$ cat config.mk
export PLATFORM = sky130hd
export DESIGN_NAME = signal_fifo_with_cursor_removal_top
export DESIGN_NICKNAME = d
export VERILOG_FILES = /design/src/rtl/sfq_pkg.sv /design/src/rtl/sfq_ram.sv /design/src/rtl/sfq_ctrl.sv /design/src/rtl/signal_fifo_with_cursor_removal_top.sv
export SDC_FILE = /design/constraint.sdc
export NUM_CORES = 1
export LEC_CHECK = 0
export ABC_AREA = 1
export BUFFER_PORTS_ARGS = -buffer_cell sky130_fd_sc_hd__buf_2
export CORE_UTILIZATION = 50
export DETAILED_ROUTE_END_ITERATION = 10
export PLACE_DENSITY_LB_ADDON = 0.1
export SETUP_SLACK_MARGIN = 0.05
export SLEW_MARGIN = 5
export SYNTH_ARGS = -nofsm -noshare
export SYNTH_HDL_FRONTEND = slang
export SYNTH_HIERARCHICAL = 1
export SYNTH_SLANG_ARGS = --single-unit
$ cat constraint.sdc
create_clock -name clock -period 3.6 [get_ports clock]
set_input_delay 0 -clock clock [delete_from_list [all_inputs] [get_ports clock]]
set_output_delay 0 -clock clock [all_outputs]
set_load 0.02 [all_outputs]
$ cat src/rtl/sfq_pkg.sv
`default_nettype none

package sfq_pkg;

   // Fixed field widths of the command and response transfers.
   localparam int SIG_W      = 4;
   localparam int CMD_W      = 3;
   localparam int SIG_OUT_W  = 5;
   localparam int REQ_DATA_W = 8;
   localparam int RSP_DATA_W = 8;

   // Default sizes handed to the top level parameters.
   localparam int DEPTH_DEF       = 32;
   localparam int NUM_SIGNALS_DEF = 16;

   // Command codes.
   localparam logic [CMD_W-1:0] CMD_PUSH   = 3'd0;
   localparam logic [CMD_W-1:0] CMD_POP    = 3'd1;
   localparam logic [CMD_W-1:0] CMD_PEEK   = 3'd2;
   localparam logic [CMD_W-1:0] CMD_HEAD   = 3'd3;
   localparam logic [CMD_W-1:0] CMD_READ   = 3'd4;
   localparam logic [CMD_W-1:0] CMD_ADV    = 3'd5;
   localparam logic [CMD_W-1:0] CMD_REMOVE = 3'd6;

   // One response as the sequencer hands it to the output stage.
   typedef struct packed {
      logic                 push_dropped;
      logic                 cursor_at_end;
      logic                 queue_empty;
      logic [SIG_OUT_W-1:0] signal_out;
   } rsp_type;

endpackage

`default_nettype wire

$ cat src/rtl/sfq_ram.sv
`default_nettype none

module sfq_ram #(
   parameter int WIDTH = 4,
   parameter int DEPTH = 32,
   parameter int AW    = $clog2(DEPTH)
) (
   input  wire logic             clock,
   input  wire logic             we,
   input  wire logic [AW-1:0]    waddr,
   input  wire logic [WIDTH-1:0] wdata,
   input  wire logic [AW-1:0]    raddr,
   output logic      [WIDTH-1:0] rdata
);

   logic [WIDTH-1:0] mem [DEPTH];
   logic [WIDTH-1:0] rdata_ff;

   always_ff @(posedge clock) begin
      if (we) begin
         mem[waddr] <= wdata;
      end
      rdata_ff <= mem[raddr];
   end

   assign rdata = rdata_ff;

endmodule

`default_nettype wire

$ cat src/rtl/sfq_ctrl.sv
`default_nettype none

module sfq_ctrl
   import sfq_pkg::*;
#(
   parameter int DEPTH       = DEPTH_DEF,
   parameter int NUM_SIGNALS = NUM_SIGNALS_DEF,
   parameter int AW          = $clog2(DEPTH),
   parameter int CW          = $clog2(DEPTH + 1)
) (
   input  wire logic             clock,
   input  wire logic             reset,
   // Command side.
   input  wire logic             cmd_valid,
   output logic                  cmd_ready,
   input  wire logic [CMD_W-1:0] cmd,
   input  wire logic [SIG_W-1:0] sig,
   // Response side.
   output logic                  rsp_valid,
   input  wire logic             rsp_take,
   output rsp_type               rsp,
   // Entry memory.
   output logic                  ram_we,
   output logic      [AW-1:0]    ram_waddr,
   output logic      [SIG_W-1:0] ram_wdata,
   output logic      [AW-1:0]    ram_raddr,
   input  wire logic [SIG_W-1:0] ram_rdata
);

   localparam logic [2:0] ST_IDLE  = 3'd0;
   localparam logic [2:0] ST_READ  = 3'd1;
   localparam logic [2:0] ST_SH_RD = 3'd2;
   localparam logic [2:0] ST_SH_WR = 3'd3;
   localparam logic [2:0] ST_FIN   = 3'd4;
   localparam logic [2:0] ST_DONE  = 3'd5;

   localparam logic [SIG_OUT_W-1:0] NONE_CODE = SIG_OUT_W'(NUM_SIGNALS);
   localparam logic [CW-1:0]        FULL_CNT  = CW'(DEPTH);

   logic [2:0]           state_ff, state_in;
   logic [CW-1:0]        occ_ff, occ_in;
   logic [CW-1:0]        cur_ff, cur_in;
   logic [AW-1:0]        idx_ff, idx_in;
   logic [CMD_W-1:0]     cmd_ff, cmd_in;
   logic [SIG_OUT_W-1:0] res_ff, res_in;
   logic                 drop_ff, drop_in;
   logic [CW-1:0]        nxt;
   logic                 cur_live;

   // The shared index unit: the position just behind the one being closed up.
   assign nxt      = CW'(idx_ff) + CW'(1);
   assign cur_live = (cur_ff < occ_ff);

   always_comb begin
      state_in  = state_ff;
      occ_in    = occ_ff;
      cur_in    = cur_ff;
      idx_in    = idx_ff;
      cmd_in    = cmd_ff;
      res_in    = res_ff;
      drop_in   = drop_ff;
      ram_we    = 1'b0;
      ram_waddr = occ_ff[AW-1:0];
      ram_wdata = sig;
      ram_raddr = nxt[AW-1:0];
      case (state_ff)
         ST_IDLE: begin
            if (cmd_valid) begin
               cmd_in   = cmd;
               res_in   = NONE_CODE;
               drop_in  = 1'b0;
               state_in = ST_DONE;
               case (cmd)
                  CMD_PUSH: begin
                     if (occ_ff < FULL_CNT) begin
                        ram_we = 1'b1;
                        occ_in = occ_ff + CW'(1);
                     end else begin
                        drop_in = 1'b1;
                     end
                  end
                  CMD_POP, CMD_PEEK: begin
                     if (occ_ff != '0) begin
                        ram_raddr = '0;
                        state_in  = ST_READ;
                     end
                  end
                  CMD_HEAD: begin
                     cur_in = '0;
                  end
                  CMD_READ: begin
                     if (cur_live) begin
                        ram_raddr = cur_ff[AW-1:0];
                        state_in  = ST_READ;
                     end
                  end
                  CMD_ADV: begin
                     if (cur_live) begin
                        cur_in = cur_ff + CW'(1);
                     end
                  end
                  CMD_REMOVE: begin
                     if (cur_live) begin
                        idx_in   = cur_ff[AW-1:0];
                        state_in = ST_SH_RD;
                     end
                  end
                  default: begin
                  end
               endcase
            end
         end
         ST_READ: begin
            res_in = SIG_OUT_W'(ram_rdata);
            if (cmd_ff == CMD_POP) begin
               idx_in   = '0;
               state_in = ST_SH_RD;
            end else begin
               state_in = ST_DONE;
            end
         end
         ST_SH_RD: begin
            // Fetch the entry behind the gap, or stop at the tail.
            if (nxt < occ_ff) begin
               state_in = ST_SH_WR;
            end else begin
               state_in = ST_FIN;
            end
         end
         ST_SH_WR: begin
            ram_we    = 1'b1;
            ram_waddr = idx_ff;
            ram_wdata = ram_rdata;
            idx_in    = nxt[AW-1:0];
            state_in  = ST_SH_RD;
         end
         ST_FIN: begin
            occ_in = occ_ff - CW'(1);
            if (cmd_ff == CMD_POP && cur_ff != '0) begin
               cur_in = cur_ff - CW'(1);
            end
            state_in = ST_DONE;
         end
         ST_DONE: begin
            if (rsp_take) begin
               state_in = ST_IDLE;
            end
         end
         default: begin
            state_in = ST_IDLE;
         end
      endcase
   end

   always_ff @(posedge clock) begin
      if (reset) begin
         state_ff <= ST_IDLE;
         occ_ff   <= '0;
         cur_ff   <= '0;
      end else begin
         state_ff <= state_in;
         occ_ff   <= occ_in;
         cur_ff   <= cur_in;
      end
      idx_ff  <= idx_in;
      cmd_ff  <= cmd_in;
      res_ff  <= res_in;
      drop_ff <= drop_in;
   end

   assign cmd_ready         = (state_ff == ST_IDLE);
   assign rsp_valid         = (state_ff == ST_DONE);
   assign rsp.signal_out    = res_ff;
   assign rsp.queue_empty   = (occ_ff == '0);
   assign rsp.cursor_at_end = !cur_live;
   assign rsp.push_dropped  = drop_ff;

   a_occ_bound: assert property (@(posedge clock) disable iff (reset)
      occ_ff <= FULL_CNT)
      else $error("occupancy exceeds depth");

   a_cur_bound: assert property (@(posedge clock) disable iff (reset)
      cur_ff <= occ_ff)
      else $error("cursor beyond occupancy");

   a_occ_step: assert property (@(posedge clock) disable iff (reset)
      (occ_ff == $past(occ_ff)) || (occ_ff == $past(occ_ff) + CW'(1)) ||
      (occ_ff == $past(occ_ff) - CW'(1)))
      else $error("occupancy moved by more than one");

   a_shift_in_range: assert property (@(posedge clock) disable iff (reset)
      (state_ff == ST_SH_WR) |-> (nxt < occ_ff))
      else $error("close-up write past the tail");

   a_occ_only_idle_or_fin: assert property (@(posedge clock) disable iff (reset)
      (occ_ff != $past(occ_ff)) |-> ($past(state_ff) == ST_IDLE ||
                                     $past(state_ff) == ST_FIN))
      else $error("occupancy changed outside accept or finish");

endmodule

`default_nettype wire

$ cat src/rtl/signal_fifo_with_cursor_removal_top.sv
`default_nettype none

// Channel   Direction  Width  Contents (lowest bit first)
// req_*     in         8      command[2:0], signal_id[6:3], zero[7]
// rsp_*     out        8      signal_out[4:0], queue_empty[5], cursor_at_end[6],
//                             push_dropped[7]
//
// One command is in work at a time; req_tready is high only while the sequencer
// is idle. Push, cursor to head, advance and any command that finds nothing to
// do go straight to the response; peek and read first read the entry memory.
// Remove and pop (after pop's head read) close the gap with one entry memory
// read and one write per moved entry, then lower the occupancy. The response
// is loaded into the output register at the edge where the sequencer returns
// to idle.
// Reset is synchronous and active high; it empties the queue and homes the
// cursor. The response register lets the next command start while a finished
// response still waits for rsp_tready.
module signal_fifo_with_cursor_removal_top
   import sfq_pkg::*;
#(
   parameter int DEPTH       = DEPTH_DEF,
   parameter int NUM_SIGNALS = NUM_SIGNALS_DEF
) (
   input  wire logic                  clock,
   input  wire logic                  reset,
   input  wire logic                  req_tvalid,
   output logic                       req_tready,
   // command[2:0], signal_id[6:3], zero pad[7]
   input  wire logic [REQ_DATA_W-1:0] req_tdata,
   output logic                       rsp_tvalid,
   input  wire logic                  rsp_tready,
   // signal_out[4:0], queue_empty[5], cursor_at_end[6], push_dropped[7]
   output logic      [RSP_DATA_W-1:0] rsp_tdata
);

   localparam int AW = $clog2(DEPTH);

   logic             ram_we;
   logic [AW-1:0]    ram_waddr;
   logic [AW-1:0]    ram_raddr;
   logic [SIG_W-1:0] ram_wdata;
   logic [SIG_W-1:0] ram_rdata;

   logic    seq_rsp_valid;
   logic    out_free;
   rsp_type seq_rsp;

   // Output register: valid flag and the held response transfer.
   logic    out_valid_ff, out_valid_in;
   rsp_type out_data_ff, out_data_in;

   sfq_ram #(
      .WIDTH (SIG_W),
      .DEPTH (DEPTH)
   ) u_ram (
      .clock (clock),
      .we    (ram_we),
      .waddr (ram_waddr),
      .wdata (ram_wdata),
      .raddr (ram_raddr),
      .rdata (ram_rdata)
   );

   sfq_ctrl #(
      .DEPTH       (DEPTH),
      .NUM_SIGNALS (NUM_SIGNALS)
   ) u_ctrl (
      .clock     (clock),
      .reset     (reset),
      .cmd_valid (req_tvalid),
      .cmd_ready (req_tready),
      .cmd       (req_tdata[CMD_W-1:0]),
      .sig       (req_tdata[CMD_W +: SIG_W]),
      .rsp_valid (seq_rsp_valid),
      .rsp_take  (out_free),
      .rsp       (seq_rsp),
      .ram_we    (ram_we),
      .ram_waddr (ram_waddr),
      .ram_wdata (ram_wdata),
      .ram_raddr (ram_raddr),
      .ram_rdata (ram_rdata)
   );

   // The register can take a new response when it is empty or being drained.
   assign out_free = !out_valid_ff || rsp_tready;

   always_comb begin
      out_valid_in = out_valid_ff;
      out_data_in  = out_data_ff;
      if (out_free) begin
         out_valid_in = seq_rsp_valid;
         if (seq_rsp_valid) begin
            out_data_in = seq_rsp;
         end
      end
   end

   always_ff @(posedge clock) begin
      if (reset) begin
         out_valid_ff <= 1'b0;
      end else begin
         out_valid_ff <= out_valid_in;
      end
      out_data_ff <= out_data_in;
   end

   assign rsp_tvalid = out_valid_ff;
   assign rsp_tdata  = RSP_DATA_W'(out_data_ff);

endmodule

`default_nettype wire

# Word-level counts from Yosys, hierarchy flattened
# Memory sizes are Yosys's and may differ from the RTL's. A register that Yosys moved wholly into a read port is not among the register bits.
# Cells that the tools add are included.
# W data, S select, Z words.
[word_totals]
register_bits = 38
mem_bits_rw = 128
n_memories = 1
elab_cells = 102
inputBits = 12
[mem_list]
columns = ["memory", "words", "word_bits", "read_ports", "rd_clocked_by_memory_dff", "write_ports", "line_no", "text"]
rows = [
  ["u_ram.mem", 32, 4, 1, 1, 1, "sfq_ram.sv:16", "logic [WIDTH-1:0] mem [DEPTH];"],
]
[classes]
eq_ne = 22
reduce_logical = 20
addsub = 5
n_mux = 39
magnitude_cmp = 3
[ops]
columns = ["operator", "n"]
rows = [
  ["$mux W5", 10],
  ["$mux W6", 6],
  ["$pmux W6 S2", 3],
  ["$mux W3", 7],
  ["$pmux W5 S2", 2],
  ["$pmux W3 S6", 1],
  ["$eq A3 B3 Y1 const B", 5],
  ["$pmux W5 S3", 1],
  ["$ne A2 B1 Y1 const B", 7],
  ["$add A6 B1 Y6 const B", 2],
  ["$eq A3 B2 Y1 const B", 4],
  ["$lt A6 B6 Y1", 2],
  ["$reduce_bool A6 Y1", 2],
  ["$sub A6 B1 Y6 const B", 2],
  ["$reduce_and A5 Y1", 2],
  ["$eq A3 B1 Y1 const B", 3],
  ["$pmux W3 S3", 1],
  ["$reduce_and A2 Y1", 4],
  ["$add A5 B1 Y6 const B", 1],
  ["$logic_not A3 Y1", 2],
  ["$logic_not A6 Y1", 1],
  ["$lt A6 B6 Y1 const B", 1],
  ["$mux W1", 6],
  ["$mux W4", 1],
  ["other kinds (11)", 13],
]

# Logic depth before layout (Yosys ltp)
# Gate-level depths: netlist of run 1.
[depth]
ltp_word = 7
depth_mapped = 20
depth_no_buf = 19

# Hierarchy
# Netlist of run 1, hierarchy kept.
[modules_own_cells]
columns = ["mod", "area_per_inst_um2", "seq_area_each_um2", "instances", "cells_per_inst"]
rows = [
  ["sfq_ram", 5496.5, 3923.8, 1, 486],
  ["sfq_ctrl", 2222.1, 720.7, 1, 311],
  ["signal_fifo_with_cursor_removal_top", 287.8, 260.2, 1, 14],
]

# Worst setup path after synthesis of run 1
# Ideal clock, no wire load.
[synth_path]
kind = "reg2reg"
from = "register u_ctrl.state_ff[2]"
to = "memory u_ram.mem[0][0], data pin"
path_stages_with_launch = 7
n_path_buf = 1
period_less_slack_ps = 2763
arrival_ps = 2309
path_slack_ps = 837
path_cell_list = "dfxtp_1 > inv_1 > nand2_1 > inv_1 > nand2_1 > clkbuf_1 > o21ai_0"
[synth_via]
elab_chain_len = 2
[synth_rtl]
columns = ["item", "line_no", "text"]
rows = [
  ["start, declared", "sfq_ctrl.sv:40", "logic [2:0] state_ff, state_in;"],
  ["start signal, assigned", "sfq_ctrl.sv:161", "state_ff <= state_in;"],
  ["$eq A3 B2 Y1", "sfq_ctrl.sv:66", "case (state_ff)"],
  ["$mux W4", "sfq_ctrl.sv:66", ""],
  ["named net ram_wdata[0]", "signal_fifo_with_cursor_removal_top.sv:41", "logic [SIG_W-1:0] ram_wdata;"],
  ["end, declared", "sfq_ram.sv:16", ""],
]
# The timed path passes the listed nets, and every way through them passes these cells.

# Worst setup path in the final report of run 1
[layout_path]
from = "register u_ctrl.occ_ff[3]"
to = "register u_ram.rdata_ff[3], in the netlist u_ram/rdata[3] (read register of u_ram.mem)"
[layout_via]
elab_chain_len = 5
[layout_rtl]
columns = ["item", "line_no", "text"]
rows = [
  ["start, declared", "sfq_ctrl.sv:41", "logic [CW-1:0] occ_ff, occ_in;"],
  ["start signal, assigned", "sfq_ctrl.sv:162", "occ_ff <= occ_in;"],
  ["$lt A6 B6 Y1 / $reduce_bool A6 Y1 (equally long branches)", "sfq_ctrl.sv:52, sfq_ctrl.sv:83", ""],
  ["$mux W5, on equally long branches", "sfq_ctrl.sv:92, sfq_ctrl.sv:83", ""],
  ["$pmux W5 S2 *", "sfq_ctrl.sv:73", "case (cmd)"],
  ["$mux W5 *", "sfq_ctrl.sv:68", "if (cmd_valid) begin"],
  ["$mux W5 *", "sfq_ctrl.sv:66", ""],
  ["named net ram_raddr[0]", "signal_fifo_with_cursor_removal_top.sv:40", "logic [AW-1:0] ram_raddr;"],
  ["end, declared", "sfq_ram.sv:17", "logic [WIDTH-1:0] rdata_ff;"],
]
# The timed path passes the listed nets; every way through them passes the cells marked *.
# A chain may end at the register's enable or synchronous reset.

==> flow_summary_export.csv, run 1 <==
group,metric,value,unit
placed_design,dp_slack,0.560,ns
logic_synthesis,avgSynthCellArea,9.87,µm²
worst_setup_path,endpoint_kind,"flip-flop",
logic_synthesis,synthFlopType,"edfxtp_1",
sta,finalClockSkew,0.00947,ns
flow_run,maxCapViolCount,0,
grt,grt_pass1_wl,28.9,mm
grt,grt_start_max_net_pins,45,
floorplanning,core_area,15400,µm²
sta,setup_tns,0,ns
placed_design,finalWeightedCongestion,0.848,
logic_synthesis,synth.area.top_cells,"edfxtp_1 56%, nand2_1 12%, nand3_1 8.1%, dfxtp_1 5.0%, nor2_1 2.9%",
route,drc,0,
route,wire_per_inst,17.0,µm
power,ir_drop,0.361,mV
worst_hold_path,worstHoldStart,"req_tvalid",
route,first_pass_iters,5,
worst_setup_path,critPathArrivalTime,3.42,ns
floorplanning,start_util,51.9,%
cells_and_area,stdcell_area,8950,µm²
logic_synthesis,ys_types,37,
worst_setup_path,path_class,"reg2reg",
cells_and_area,drive_above_1_share,9.52,%
floorplanning,rows,45,
logic_synthesis,yosys_warnings,6,
sta,rsz0062_at_grt,"false",
power,p_leak,3.43,nW
logic_synthesis,ys_seq_area_share,61.3,%
worst_setup_path,cp-start-kind,"flip-flop",
placed_design,post-dp-hpwl,12.2,mm
cts,cts_made_buffers,17,
logic_synthesis,synth_nets,842,
logic_synthesis,yosysTopAreaCell,"edfxtp_1",
sta,hold_violations,0,
cts,cts_tree,"built",
grt,grt_usage,23.5,%
cts,cts_setup_buffers,0,
cells_and_area,antenna_cells,0,
route,vias,5810,
floorplanning,dieArea,16500,µm²
cts,clock_latency,0.42,ns
route,postRouteAntennaNets,0,
placed_design,io_buffers,20,
sta,fin_ws,0.492,ns
worst_hold_path,hp-class,"in2reg",
cts,clock-sinks,170,
logic_synthesis,yosys.cell_count.top_type,"nand2_1",
cts,clock_path_buffers,2,
route,via_per_inst,5.47,
route,wl,18.1,mm
worst_setup_path,r2r_start,"u_ctrl/occ_ff[3]$_SDFFE_PP0P_",
placed_design,place_area,8360,µm²
cts,ctsRootBufferMaster,"clkbuf_16",
logic_synthesis,ys_async_sr_fraction,0,%
grt,grt_pass1_vias,5543,
worst_setup_path,crit_family,"simple AND/OR/NAND/NOR gates",
cells_and_area,fill_cells,1341,
cells_and_area,areaGrowthSynthToFinish,11.8,%
worst_setup_path,crit_chain,"inv_1, ha_1, nand2_1, nand2_1, a21oi_1, nand2_1, inv_1, nor2_1, nor2_1, o32ai_4, buf_4, nand2_1, nand3_1, nand3_1, nand2_1, nand2_1, nand2_1, nand2_1, nand2_1",
floorplanning,io_pins,22,
sta,timing.final.crit_share,86.3,%
cts,cts_max_level,4,
sta,setup_viol,0,
logic_synthesis,synth_edf_count,150,
logic_synthesis,synth_top_area_share,56.3,%
logic_synthesis,ys_ff_latch,170,
worst_setup_path,cp.required,3.91,ns
route,drt_iter0_markers,506,
logic_synthesis,synth_area,8010,µm²
sta,final_max_slew_viol_count,0,
worst_setup_path,startpoint,"u_ctrl/occ_ff[3]$_SDFFE_PP0P_",
cts,clk_pin_slew,0.07,ns
outcome,run_status,"complete, no violations",
logic_synthesis,synth_commonest_cells,"246 x nand2_1, 150 x edfxtp_1, 129 x nand3_1",
grt,overflow,0,
worst_setup_path,crit_top_cell,"nand2_1",
cells_and_area,nets,871,
worst_setup_path,crit_slowest_cell,"dfxtp_1",
sta,fmax,0.322,GHz
worst_setup_path,path_buf_inv,3,
logic_synthesis,syn_inst,811,
sta,period_minus_slack,3.11,ns
sta,worst_pin_slew,0.976,ns
power,p_total,6.44,mW
worst_setup_path,cpPeakStageDelay,0.41,ns
grt,grt_antenna_before_repair,0,
power,p_per_area,719,nW/µm²
worst_setup_path,path_max_fanout,44,
sta,max-slew-margin-rel,34.7,%
floorplanning,die_h,129,µm
floorplanning,fp.dieW,129,µm
==> path summary, 6_finish.rpt <==
path,to,slack [ns],cells past startpoint
setup reg to reg,u_ram/rdata[3]$_DFF_P_,0.49,19
hold reg to reg,rsp_tdata[4]$_DFFE_PP_,0.42,0
setup / recovery,u_ram/rdata[3]$_DFF_P_,0.49,19
hold / removal,u_ctrl/state_ff[1]$_SDFFE_PP0P_,0.11,7
==> worst register-to-register path, stage by stage (launching register included) <==
cell and delay (ns):
dfxtp_1 0.41, inv_1 0.12, ha_1 0.33, nand2_1 0.07, nand2_1 0.05, a21oi_1 0.22
nand2_1 0.11, inv_1 0.14, nor2_1 0.08, nor2_1 0.30, o32ai_4 0.20, buf_4 0.31
nand2_1 0.14, nand3_1 0.09, nand3_1 0.09, nand2_1 0.10, nand2_1 0.08, nand2_1 0.07
nand2_1 0.06, nand2_1 0.04
==> per-layer routing <==
layer,vias up,track usage [%],wire [µm]
met5,-,0,0
met2,182,37.2,8390
li1,2833,-,-
met1,2771,32.9,8310
met3,24,4.28,1130
met4,0,7.75,236
==> metrics by stage <==
step,util (%),hold WS [ns],std cells
finish,58.0,0.109,1062
global route,58.0,0.156,1062
CTS,58.0,0.0922,1062
detailed placement,54.2,0.261,1026
global placement,54.2,0.259,1026
floorplan,-,0.0624,811
==> state kept, by name, summed over array words and instances (netlist names), 3 cells and up <==
signal / flops
u_ctrl/cmd_ff: 3
rsp_tdata: 8
u_ctrl/cur_ff: 6
u_ram/rdata: 4
u_ram/mem: 128
u_ctrl/occ_ff: 6
u_ctrl/state_ff: 3
u_ctrl/res_ff: 5
u_ctrl/idx_ff: 5
==> final cells by class <==
| class | count | area, µm² | share of cell area, % |
|---|---|---|---|
| Tap cell | 211 | 264 | 2.95 |
| Sequential cell | 170 | 4900 | 54.8 |
| Clock buffer | 18 | 429 | 4.79 |
| Inverter | 58 | 218 | 2.43 |
| Clock inverter | 12 | 101 | 1.13 |
| Timing Repair Buffer | 39 | 295 | 3.30 |
| Multi-Input combinational cell | 554 | 2740 | 30.6 |
==> power breakdown <==
group | total (mW) | switching (mW) | internal, mW
sequential | 2.46 | 0.103 | 2.35
combinational | 2.32 | 1.59 | 0.729
clock | 1.66 | 0.719 | 0.938
==> what timing repair did <==
item,in CTS,in global routing
setup endpoints to repair,0,0
gates resized for setup,0,0
hold buffers,6,0
endpoints found under the hold margin,13,0
==> cell usage in the layout, fill, tap and decap left out, types with 2 or more instances in the layout <==
cell type      netlist  routed
nand2_2              5       5
nor2_1              61      61
buf_4                7      10
buf_12               0       3
xor2_1               8       8
o21ai_4              0       4
nor4_1               2       2
o22ai_1              6       6
o21ai_0             18      14
dfxtp_1             20      20
inv_6                0       2
xnor2_1              3       3
a21oi_1             30      30
nor3_1               4       4
o21a_1               2       2
dlygate4sd3_1        0       6
nand2_1            246     246
edfxtp_1           150     150
a21oi_2              2       2
clkinvlp_4           0       4
inv_1               53      53
clkbuf_16            0      17
nand3_1            129     129
buf_2                9      20
nand4_1              6       6
ha_1                18      18
inv_2                5       5
clkinv_1             0       4
==> logic make-up after synthesis <==
family                     share of synthesized area, %
and+or+nand+nor                                    24.4
DFF                                                61.3
buffers and inverters                              5.50
AOI/OAI and AO/OA                                  4.56
adders and majority gates                          3.06
xor gates and xnor gates                           1.20
Note: power is estimated with default switching activity, not from simulation.
==> inputs of run 2 (changes only) <==
==> constraint.sdc (replaced) <==
create_clock -name clock -period 3.6 [get_ports clock]
set_input_delay 0.18 -clock clock [delete_from_list [all_inputs] [get_ports clock]]
set_output_delay 0.18 -clock clock [all_outputs]
set_load 0.02 [all_outputs]
==> flow_summary_export.csv, run 2 (synthesis gave the netlist of run 1 again) <==
group,metric,value,unit
route,first_pass_iters,7,
cells_and_area,drive_above_1_share,9.81,%
grt,met2_usage,37.4,%
cts,cts_resized,0,
cts,ctsRootBufferMaster,"clkbuf_16",
placed_design,post-dp-hpwl,12.1,mm
sta,period_minus_slack,3.15,ns
floorplanning,core_area,15400,µm²
grt,grt_usage,23.6,%
cells_and_area,largest_reg_flops,128,
power,swShare,37.4,%
worst_setup_path,critPathArrivalTime,3.23,ns
sta,timing.final.crit_share,87.5,%
worst_setup_path,crit_family,"simple AND/OR/NAND/NOR gates",
cts,cts_setup_buffers,0,
sta,fmax,0.317,GHz
grt,grt_start_max_net_pins,50,
worst_setup_path,path_buf_inv,1,
worst_setup_path,cpPeakStageDelay,0.60,ns
power,p_total,6.53,mW
worst_hold_path,hp-class,"in2reg",
cells_and_area,final_cell_mix,"246 x nand2_1, 150 x edfxtp_1, 129 x nand3_1, 61 x nor2_1, 53 x inv_1",
worst_setup_path,cp-start-kind,"flip-flop",
grt,grt_pass1_wl,28.8,mm
power,p_int,4.09,mW
sta,final_max_slew_viol_count,0,
power,power_frac_seq,37.6,%
cts,cts_max_level,4,
worst_setup_path,crit_chain,"nor2_2, nand2_2, nor2_1, inv_1, o21ai_0, nand3_1, nor2_1",
floorplanning,start_util,51.9,%
grt,grtUsageMet1,31.9,%
power,ir_drop,0.392,mV
placed_design,place_inst,1028,
grt,top_usage_layer,"met2",
power,power_frac_clock,26.6,%
cts,cts_tree,"built",
cts,cts_made_buffers,17,
floorplanning,fp.dieW,129,µm
cts,clock_latency,0.43,ns
cells_and_area,antenna_cells,0,
sta,setup_viol,0,
cts,clock-sinks,170,
power,p_leak,3.43,nW
outcome,run_status,"complete, no violations",
cts,clk_pin_slew,0.07,ns
route,via_per_inst,5.53,
worst_setup_path,path_max_fanout,8,
grt,grt_pass1_vias,5699,
placed_design,finalWeightedCongestion,0.836,
route,wl,18.1,mm
cells_and_area,layout_commonest_cell,"nand2_1",
floorplanning,die_h,129,µm
sta,hold_violations,0,
cts,clock_path_buffers,2,
cells_and_area,top_register,"u_ram/mem",
route,postRouteAntennaNets,0,
grt,grt_antenna_before_repair,0,
floorplanning,io_pins,22,
worst_setup_path,endpoint_kind,"flip-flop",
power,p_sw,2.44,mW
sta,max-slew-margin-rel,52.9,%
grt,overflow,0,
placed_design,io_buffers,20,
power,p_per_area,732,nW/µm²
sta,rsz0062_at_grt,"false",
worst_setup_path,crit_top_cell,"nor2_1",
worst_setup_path,cp.required,3.68,ns
sta,worst_pin_slew,0.707,ns
floorplanning,dieArea,16500,µm²
route,drc,0,
cells_and_area,stdcell_count,1057,
sta,finalClockSkew,0.0139,ns
route,drt_iter0_markers,550,
cells_and_area,areaGrowthSynthToFinish,11.4,%
sta,setup_tns,0,ns
cts,postCtsHoldBufs,0,
grt,grtUsageMet3,4.95,%
worst_setup_path,path_class,"reg2reg",
power,power_frac_comb,35.8,%
flow_run,maxCapViolCount,0,
route,wire_per_inst,17.2,µm
route,vias,5849,
worst_setup_path,crit_slowest_cell,"nand3_1",
floorplanning,rows,45,
cells_and_area,nets,867,
==> run 2: changes by cell type in the layout (fill, tap and decap cells not counted), sizes merged <==
cell         delta
dlygate4sd3     -6
bufinv          +1
buf             +2
clkinvlp        -3
inv             +1
==> run 2: final cells by class <==
type / count / area [µm²]
Timing Repair Buffer: 35 / 250
Multi-Input combinational cell: 554 / 2730
Sequential cell: 170 / 4900
Tap cell: 211 / 264
Clock inverter: 11 / 123
Fill cell: 1336 / 6510
Inverter: 58 / 218
Clock buffer: 18 / 429
==> run 2: path summary, 6_finish.rpt <==
kind,start,to,slack (ns),cells past startpoint
worst max register to register,u_ctrl/state_ff[1]$_SDFFE_PP0P_,u_ram/mem[4][1]$_DFFE_PP_,0.45,7
worst max-delay path,u_ctrl/state_ff[1]$_SDFFE_PP0P_,u_ram/mem[4][1]$_DFFE_PP_,0.45,7
worst min register to register,u_ctrl/res_ff[0]$_SDFFCE_PN0P_,rsp_tdata[0]$_DFFE_PP_,0.42,0
worst min-delay path,req_tdata[1],u_ctrl/cmd_ff[1]$_DFFE_PP_,0.02,1
==> run 2: worst register-to-register path: cells and delay by family (launching register included) <==
kind	cells	cell delay (ns)
buf+inv	1	0.17
flops	1	0.38
simple gates	5	1.83
compound gates	1	0.45
==> run 2: power by group through the flow <==
stage / logic [mW] / clock network (mW) / registers [mW]
2_1_floorplan: 1.66 / 0 / 2.48
3_3_place_gp: 2.24 / 0 / 2.49
3_5_place_dp: 2.30 / 0 / 2.50
4_1_cts: 2.31 / 1.76 / 2.46
5_1_grt: 2.59 / 1.84 / 2.47
6_report: 2.33 / 1.74 / 2.46
==> run 2: routing by layer <==
layer | part of all wire, % | routed length, µm
met2 | 47 | 8540
met1 | 44 | 8050
met4 | 1.4 | 259
met5 | 0 | 0
met3 | 7.2 | 1300
==> run 2: stage by stage <==
| step | utilization [%] | cell area (µm²) | setup slack, ns | hold WS (ns) |
|---|---|---|---|---|
| floorplan | - | 8010 | 0.837 | 0.242 |
| global placement | 54.2 | 8370 | 0.567 | 0.406 |
| detailed placement | 54.2 | 8370 | 0.511 | 0.405 |
| CTS | 57.8 | 8920 | 0.495 | 0.00304 |
| global route | 57.8 | 8920 | 0.162 | 0.00606 |
| finish | 57.8 | 8920 | 0.450 | 0.0178 |
==> inputs of run 3 (changes only) <==
- CTS_BUF_LIST: not set -> sky130_fd_sc_hd__clkbuf_8
==> flow_summary_export.csv, run 3 (synthesis gave the netlist of run 1 again) <==
group,metric,value,unit
outcome,run_status,"complete, no violations",
placed_design,place_area,8370,µm²
cells_and_area,stdcell_area,8770,µm²
worst_setup_path,path_max_fanout,8,
cells_and_area,drive_above_1_share,9.76,%
worst_setup_path,r2r-end,"u_ram/mem[4][3]$_DFFE_PP_",
placed_design,finalWeightedCongestion,0.836,
route,wl,18.2,mm
cells_and_area,nets,871,
worst_setup_path,endpoint_kind,"flip-flop",
floorplanning,fp.dieW,129,µm
flow_run,maxCapViolCount,0,
cells_and_area,layout_commonest_cell,"nand2_1",
worst_setup_path,r2r_start,"u_ctrl/state_ff[1]$_SDFFE_PP0P_",
placed_design,dp_slack,0.511,ns
sta,period_minus_slack,3.10,ns
route,via_per_inst,5.54,
worst_setup_path,critPathArrivalTime,3.22,ns
cells_and_area,final_cell_mix,"246 x nand2_1, 150 x edfxtp_1, 129 x nand3_1, 61 x nor2_1, 54 x inv_1",
grt,grt_usage,23.6,%
worst_setup_path,cpPeakStageDelay,0.57,ns
grt,grt_start_max_net_pins,50,
cts,cts_resized,0,
grt,grt_pass1_wl,28.9,mm
power,p_leak,3.37,nW
sta,finalClockSkew,0.0155,ns
floorplanning,rows,45,
cts,cts_max_level,4,
cts,ctsRootBufferMaster,"clkbuf_8",
sta,final_max_slew_viol_count,0,
cts,clock_latency,0.46,ns
route,drt_iter0_markers,479,
sta,rsz0062_at_grt,"false",
grt,grt_pass1_vias,5757,
cts,clock-sinks,170,
worst_setup_path,cp-endpoint,"u_ram/mem[4][3]$_DFFE_PP_",
placed_design,io_buffers,20,
floorplanning,io_pins,22,
worst_setup_path,path_buf_inv,1,
worst_setup_path,crit_family,"simple AND/OR/NAND/NOR gates",
route,wire_per_inst,17.1,µm
cells_and_area,largest_reg_flops,128,
grt,grt_antenna_before_repair,0,
route,postRouteAntennaNets,0,
worst_hold_path,hp-class,"in2reg",
floorplanning,start_util,51.9,%
placed_design,post-dp-hpwl,12.1,mm
floorplanning,core_area,15400,µm²
sta,fmax,0.322,GHz
worst_setup_path,cp.required,3.72,ns
worst_setup_path,crit_slowest_cell,"nand3_1",
sta,fin_ws,0.497,ns
cells_and_area,fin_util,56.8,%
sta,timing.final.crit_share,86.2,%
sta,worst_pin_slew,0.707,ns
sta,hold_violations,0,
worst_setup_path,cp-start-kind,"flip-flop",
worst_setup_path,ff2ff_setup_slack,0.50,ns
worst_hold_path,holdPathStages,2,
cts,clk_pin_slew,0.09,ns
route,first_pass_iters,5,
power,ir_drop,0.272,mV
cells_and_area,areaGrowthSynthToFinish,9.52,%
worst_setup_path,startpoint,"u_ctrl/state_ff[1]$_SDFFE_PP0P_",
sta,worst_hold_slack,0.0394,ns
power,p_per_area,693,nW/µm²
route,drc,0,
cells_and_area,top_register,"u_ram/mem",
sta,max-slew-margin-rel,52.9,%
floorplanning,dieArea,16500,µm²
cts,clock_path_buffers,2,
worst_setup_path,r2r_cells,7,
route,vias,5877,
sta,setup_tns,0,ns
floorplanning,die_h,129,µm
sta,setup_viol,0,
grt,overflow,0,
worst_setup_path,crit_top_cell,"nor2_1",
worst_setup_path,crit_chain,"nor2_2, nand2_2, nor2_1, inv_1, o21ai_0, nand3_1, nor2_1",
worst_setup_path,path_class,"reg2reg",
worst_setup_path,worst-path-stages,7,
cts,cts_tree,"built",
cts,cts_made_buffers,17,
cells_and_area,antenna_cells,0,
==> run 3: changes by cell type in the layout (fill, tap and decap cells not counted) <==
cell / before / now
clkbuf_1: 1 / 0
clkbuf_16: 17 / 0
clkbuf_8: 0 / 17
dlygate4sd3_1: 0 / 4
inv_1: 53 / 54
==> run 3: how the worst min path moves through the flow <==
stage | from | to
finish | reset | rsp_tvalid$_SDFFE_PP0P_
global route | reset | rsp_tvalid$_SDFFE_PP0P_
floorplan | reset | rsp_tvalid$_SDFFE_PP0P_
CTS | reset | rsp_tvalid$_SDFFE_PP0P_
global placement | u_ctrl/drop_ff$_SDFFCE_PP0P_ | rsp_tdata[7]$_DFFE_PP_
detailed placement | u_ctrl/res_ff[0]$_SDFFCE_PN0P_ | rsp_tdata[0]$_DFFE_PP_
==> run 3: layout make-up <==
class / instances / area, µm²
fillers: 1350 / 6660
flip-flops and latches: 170 / 4900
multi-input cells: 554 / 2730
repair buffers: 39 / 290
well taps: 211 / 264
clock buffers: 17 / 234
inverters: 58 / 218
clock inverters: 12 / 126
==> run 3: timing repair <==
item,in CTS,in global routing
setup endpoints to repair,0,0
hold endpoints to repair,4,0
hold buffers,4,0
buffers inserted,0,0
==> run 3: metrics by stage <==
| step | std cells | total power, mW |
|---|---|---|
| floorplan | 811 | 4.14 |
| global placement | 1028 | 4.73 |
| detailed placement | 1028 | 4.80 |
| CTS | 1061 | 6.07 |
| global route | 1061 | 6.45 |
| finish | 1061 | 6.07 |
==> run 3: power breakdown <==
group / internal (mW) / switching, mW
logic: 0.727 / 1.61
registers: 2.35 / 0.101
clock network: 0.603 / 0.679
total: 3.68 / 2.39
==> run 3: layer usage <==
layer	wire length (µm)	global-route usage, %	vias to the layer above
met5	0	0	-
met4	247	8.51	0
met3	1330	5.41	25
met2	8600	37.5	202
met1	8000	31.9	2814
li1	-	-	2836
